===== src/rtl/matrix_inverse_3x3_defines.svh =====
// ----------------------------------------------------------------------------
// matrix inverse assertion macros
// assertion helpers for matrix_inverse_3x3, empty for synthesis
// ----------------------------------------------------------------------------
`ifndef MATRIX_INVERSE_3X3_DEFINES_SVH
`define MATRIX_INVERSE_3X3_DEFINES_SVH
`ifndef SYNTHESIS
`define MI_ASSERT_IMP(label, clk, rst, ante, cons) \
  label: assert property (@(posedge clk) disable iff (rst) (ante) |-> (cons)) \
    else $error("assertion failed");
`define MI_ASSERT_NEXT(label, clk, rst, ante, cons) \
  label: assert property (@(posedge clk) disable iff (rst) (ante) |=> (cons)) \
    else $error("assertion failed");
`else
`define MI_ASSERT_IMP(label, clk, rst, ante, cons)
`define MI_ASSERT_NEXT(label, clk, rst, ante, cons)
`endif
`endif


===== src/rtl/minv_pkg.sv =====
// ----------------------------------------------------------------------------
// minv_pkg
// widths and shared types for the 3x3 matrix inverse pipeline
// ----------------------------------------------------------------------------
package minv_pkg;
  localparam int ElemW  = 16;
  localparam int MinorW = 33;
  localparam int DetW   = 50;
  localparam int NumW   = MinorW + 28;
  localparam int OutW   = 32;
  // four quotient bits per divider stage
  localparam int DefDivStages = 16;

  typedef logic signed [ElemW-1:0]  elem_t;
  typedef logic signed [MinorW-1:0] minor_t;
  typedef logic signed [DetW-1:0]   det_t;
  typedef logic signed [OutW-1:0]   out_t;
endpackage


===== src/rtl/minv_cofactor.sv =====
// ----------------------------------------------------------------------------
// minv_cofactor
// registered signed 2x2 minor: sign * (a*d - b*c), products then difference
// ----------------------------------------------------------------------------
module minv_cofactor import minv_pkg::*; #(
  parameter bit Negate = 1'b0
) (
  input  logic   clk,
  input  logic   en,
  input  elem_t  a,
  input  elem_t  b,
  input  elem_t  c,
  input  elem_t  d,
  output minor_t minor
);
  logic signed [2*ElemW-1:0] p0, p1;
  always_ff @(posedge clk) begin
    if (en) begin
      p0 <= a * d;
      p1 <= b * c;
    end
  end
  always_ff @(posedge clk) begin
    if (en) begin
      if (Negate) minor <= MinorW'(p1) - MinorW'(p0);
      else        minor <= MinorW'(p0) - MinorW'(p1);
    end
  end
endmodule


===== config.mk =====
export PLATFORM = sky130hd
export DESIGN_NAME = minv_cofactor
export DESIGN_NICKNAME = d
export VERILOG_FILES = /design/src/rtl/matrix_inverse_3x3_defines.svh /design/src/rtl/minv_pkg.sv /design/src/rtl/minv_cofactor.sv
export SDC_FILE = /design/constraint.sdc
export NUM_CORES = 2
export LEC_CHECK = 0
export ABC_AREA = 1
export BUFFER_PORTS_ARGS = -buffer_cell sky130_fd_sc_hd__buf_2
export CAP_MARGIN = 20
export CORE_MARGIN = 5
export CORE_UTILIZATION = 55
export DETAILED_ROUTE_END_ITERATION = 10
export GPL_ROUTABILITY_DRIVEN = 0
export PLACE_DENSITY = 0.73
export REMOVE_ABC_BUFFERS = 1
export SLEW_MARGIN = 20
export SYNTH_ARGS = -nofsm -noshare
export SYNTH_HDL_FRONTEND = slang
export SYNTH_SLANG_ARGS = --single-unit

===== constraint.sdc =====
create_clock -name clk -period 12.9 [get_ports clk]
set_input_delay 1.935 -clock clk [delete_from_list [all_inputs] [get_ports clk]]
set_output_delay 1.935 -clock clk [all_outputs]
set_load 0.1 [all_outputs]

======== After elaboration in Yosys (flattened, before gate mapping) ========
Cells that the tools add are included.
storage, ports and cells
  ROM bits ................................ 0
  memories kept ........................... 0
  bits in registers ....................... 97
  RAM bits ................................ 0
  word-level logic and storage cells ...... 6
  input bits .............................. 66
  latch bits .............................. 0
cells by class
  reduce and logical (&&, ||, !) cells .... 0
  equal/unequal tests ..................... 0
  multipliers ............................. 2
  add/subtract/negate cells ............... 1
  muxes and demuxes ....................... 0
  shifts and indexed selects .............. 0
  $lt $le $gt $ge ......................... 0
  bitwise gates (word level) .............. 0
  div/mod/pow operators ................... 0
operators by type and width
  kind            count
  $mul 16x16->32  2
  $sub 32x32->33  1

======== Longest topological paths before layout ========
  depth after elaboration ................. 1
  mapped depth ............................ 28
  depth with buffers taken out ............ 26

======== Worst setup path before layout ========
No wires, ideal clock.
  kind .................................... input to register
  from .................................... in d[6]
  to ...................................... reg p0[31] (data pin)
  required time ........................... 12.648 ns
  library setup time ...................... 0.252 ns
  data arrival time ....................... 6.972 ns
  stages on the path ...................... 24
  setup slack ............................. 5.676 ns
  path through ............................ clkbuf_1 clkbuf_1 nand2_1 fa_1 inv_1 fa_1 inv_1 fa_1 fa_1 inv_1 fa_1 inv_1 fa_1 inv_1 ha_1 nand2_1 nor2_1 nand2_1 nor3_1 nand2_1 inv_1 nor2_1 nand2_1 nand2_1
on the way
  cells in the longest elaborated chain, start to end .. 1
ends and longest elaborated chain
  item                  line                 text
  start, declared       minv_cofactor.sv:13  input elem_t d,
  $mul 16x16->32        minv_cofactor.sv:19  p0 <= a * d;
  end signal, assigned  minv_cofactor.sv:19
  end, declared         minv_cofactor.sv:16  logic signed [2*ElemW-1:0] p0, p1;
Every way passes these cells.
A chain may end at the register's enable or synchronous reset.

======== Final worst setup path ========
  from .................................... in d[1]
  to ...................................... reg p0[25] (data pin)
Same word-level chain as after synthesis.

==> impl_results.md <==
- Routed WL: 60690 um
- Setup Viol. Count Final: 0
- WP data required: 13010 ps
- Total GRT Usage: 23.68%
- CTS tree: done
- Layout cells sized above 1: 4.822%
- Reg2reg setup slack: 10570 ps
- Placement Rows: 81
- Worst setup path start: d[1]
- WS Path Type: input pin to register
- Synthesized instance count: 3504
- Synth async-reset ratio: 0%
- CTS root buffer: clkbuf_16
- DRC: 0
- CP Data Arrival Time: 7420 ps
- Layout Nets: 4287
- Die ar.: 53370 sq um
- Reg-to-reg critical path startpoint: p1[0]$_DFFE_PP_
- Via density: 5.113
- Starting Density: 55.22%
- Ports: 99
- Core Area: 48650 sq um
- DP HPWL: 52070 um
- Clock-pin slew on the worst setup and hold paths: 80 ps
- Diodes inserted: 0
- Number of CTS-inserted buffers: 9
- Gr ovfl total: 0
- Final hold violations: 0
- Sequential-to-total area share from yosys stat: 10.84%
- Final ANT Viol Nets: 0
- Initial antenna violation count: 0
- Final core utilization: 57.63%
- Wire length per cell: 14.70 um
- Via count: 21100
- #FFs+latches synth: 97
- Startpoint types: input pin
- Min-Delay Path Class: register to register
- Fmax: 0.1367 GHz
- Post-CTS setup repair buffer count: 0
- RSZ-0062 raised after global routing: no
- Synth cell types: 33
- Worst-margin pin slew: 693.4 ps
- Setup skew after layout: 8.423 ps
- Syn avg cell area: 7.667 sq um
- Drt first pass iters: 5
- Global-route wire length before repair: 103500 um
- CTS H-tree depth: 3
- Iter 0 DRT Violations: 1638
- Tcrit/Tclk final: 56.69%
- MaxCap Viol Count: 0
- Crit path time final: 7313 ps
- CTS Buffer Depth: 2
- Critical Path Sink Type: register
- Post-CTS sizing: 0
- Status: finished, final reports clean
- Final hold slack: 699.8 ps
- Setup_tns: 0 ps
- Chip width: 231.0 um
- CP Max Fanout: 16
- Leading cell type in the layout, fill and taps excluded: inv_1
- Hold depth: 2
- Setup crit end: p0[25]$_DFFE_PP_
- Synth-to-Final Area Change: 4.359%
- RR Endpoint: minor[32]$_DFFE_PP_
- Largest net degree at the start of global routing: 53
- Number of global-route vias before repair: 21310
- Number of synthesized flops with an enable pin: 97
- Die Height: 231.0 um
- Fin. max-slew vios: 0
- Skew-Pair Late Insertion Delay: 360 ps
- Hold_buf cts: 0
- Most frequent cells in the layout: inv_1 (1074), nand2_1 (980), fa_1 (525), ha_1 (196), nor2_1 (116)
- Top_reg_cell synth: edfxtp_1
- Post-Syn Area: 26860 sq um
- CTS Sinks: 97
- PortBufs: 98
- R2r worst-path depth: 12
- Synthesis Warnings: 0
- Slew HR: 53.72%
==> cells by family (layout without fill, tap and decap cells) <==
group / Yosys count / count (layout) / synth area share (%)
AOI/OAI and AO/OA: 142 / 142 / 2.836
xor gates and xnor gates: 53 / 53 / 1.728
adders and majority gates: 721 / 721 / 48.25
buffers and inverters: 1193 / 1194 / 16.67
DFF: 97 / 97 / 10.84
and+or+nand+nor: 1298 / 1298 / 19.67
==> routing by layer <==
layer  GRT usage [%]  share of wire, %  routed length, um
met1           34.11                42              25770
met2           38.44                47              28640
met3           4.067               8.2               4982
met4           4.736               2.1               1294
met5               0                 0                  0
==> worst min-delay path by stage <==
stage,startpoint,slack [ps],endpoint
floorplan,p1[0]$_DFFE_PP_,610,minor[0]$_DFFE_PP_
global placement,p1[0]$_DFFE_PP_,710,minor[0]$_DFFE_PP_
detailed placement,p1[0]$_DFFE_PP_,710,minor[0]$_DFFE_PP_
CTS,p1[0]$_DFFE_PP_,720,minor[0]$_DFFE_PP_
global route,p1[0]$_DFFE_PP_,730,minor[0]$_DFFE_PP_
finish,p1[0]$_DFFE_PP_,700,minor[0]$_DFFE_PP_
==> cells in the mapped netlist, drive strengths merged (4+ instances only) <==
master / number / area share [%]
inv: 1079 / 15
nand2: 992 / 14
fa: 525 / 39
ha: 196 / 9.1
nor2: 130 / 1.9
clkbuf: 113 / 1.6
nand3: 98 / 1.9
edfxtp: 97 / 11
a21oi: 85 / 1.6
xor2: 50 / 1.6
o21ai: 36 / 0.67
nand4: 30 / 0.70
nor3: 28 / 0.64
o21bai: 13 / 0.36
or2: 12 / 0.28
a21o: 4 / 0.11
nor4: 4 / 0.12
==> final cells by class <==
cell class              count  area, sq um
clock buffers               9        225.2
flip-flops and latches     97         2913
repair buffers             99        500.5
clock inverters             7        95.09
fillers                  4461        20610
multi-input cells        2214        19470
inverters                1079         4050
well taps                 622        778.2
==> flip-flops by register name (all words and copies together), names as in the netlist <==
signal,flops
p1,32
minor,33
p0,32
==> worst max-delay path, stage by stage <==
cell	delay, ps
buf_2	290
nand2_1	160
inv_1	150
fa_1	530
fa_1	840
fa_1	530
fa_1	510
fa_1	490
inv_1	50
fa_1	470
inv_1	40
ha_1	360
nand2_1	170
nor3_1	460
nand3_1	220
nand4_1	150
nand2_1	70
==> per-stage QoR <==
stage	instance area (sq um)	worst slack [ps]	std cells
after floorplan	26440	6065	3390
after global placement	27720	5380	4111
after detailed placement	27720	5320	4111
after CTS	28040	5680	4127
after global routing	28040	5232	4127
final	28040	5587	4127
Power is left out: the tool's default activity adds up to more than one toggle a clock period on the data nets, which glitch-free logic cannot reach.
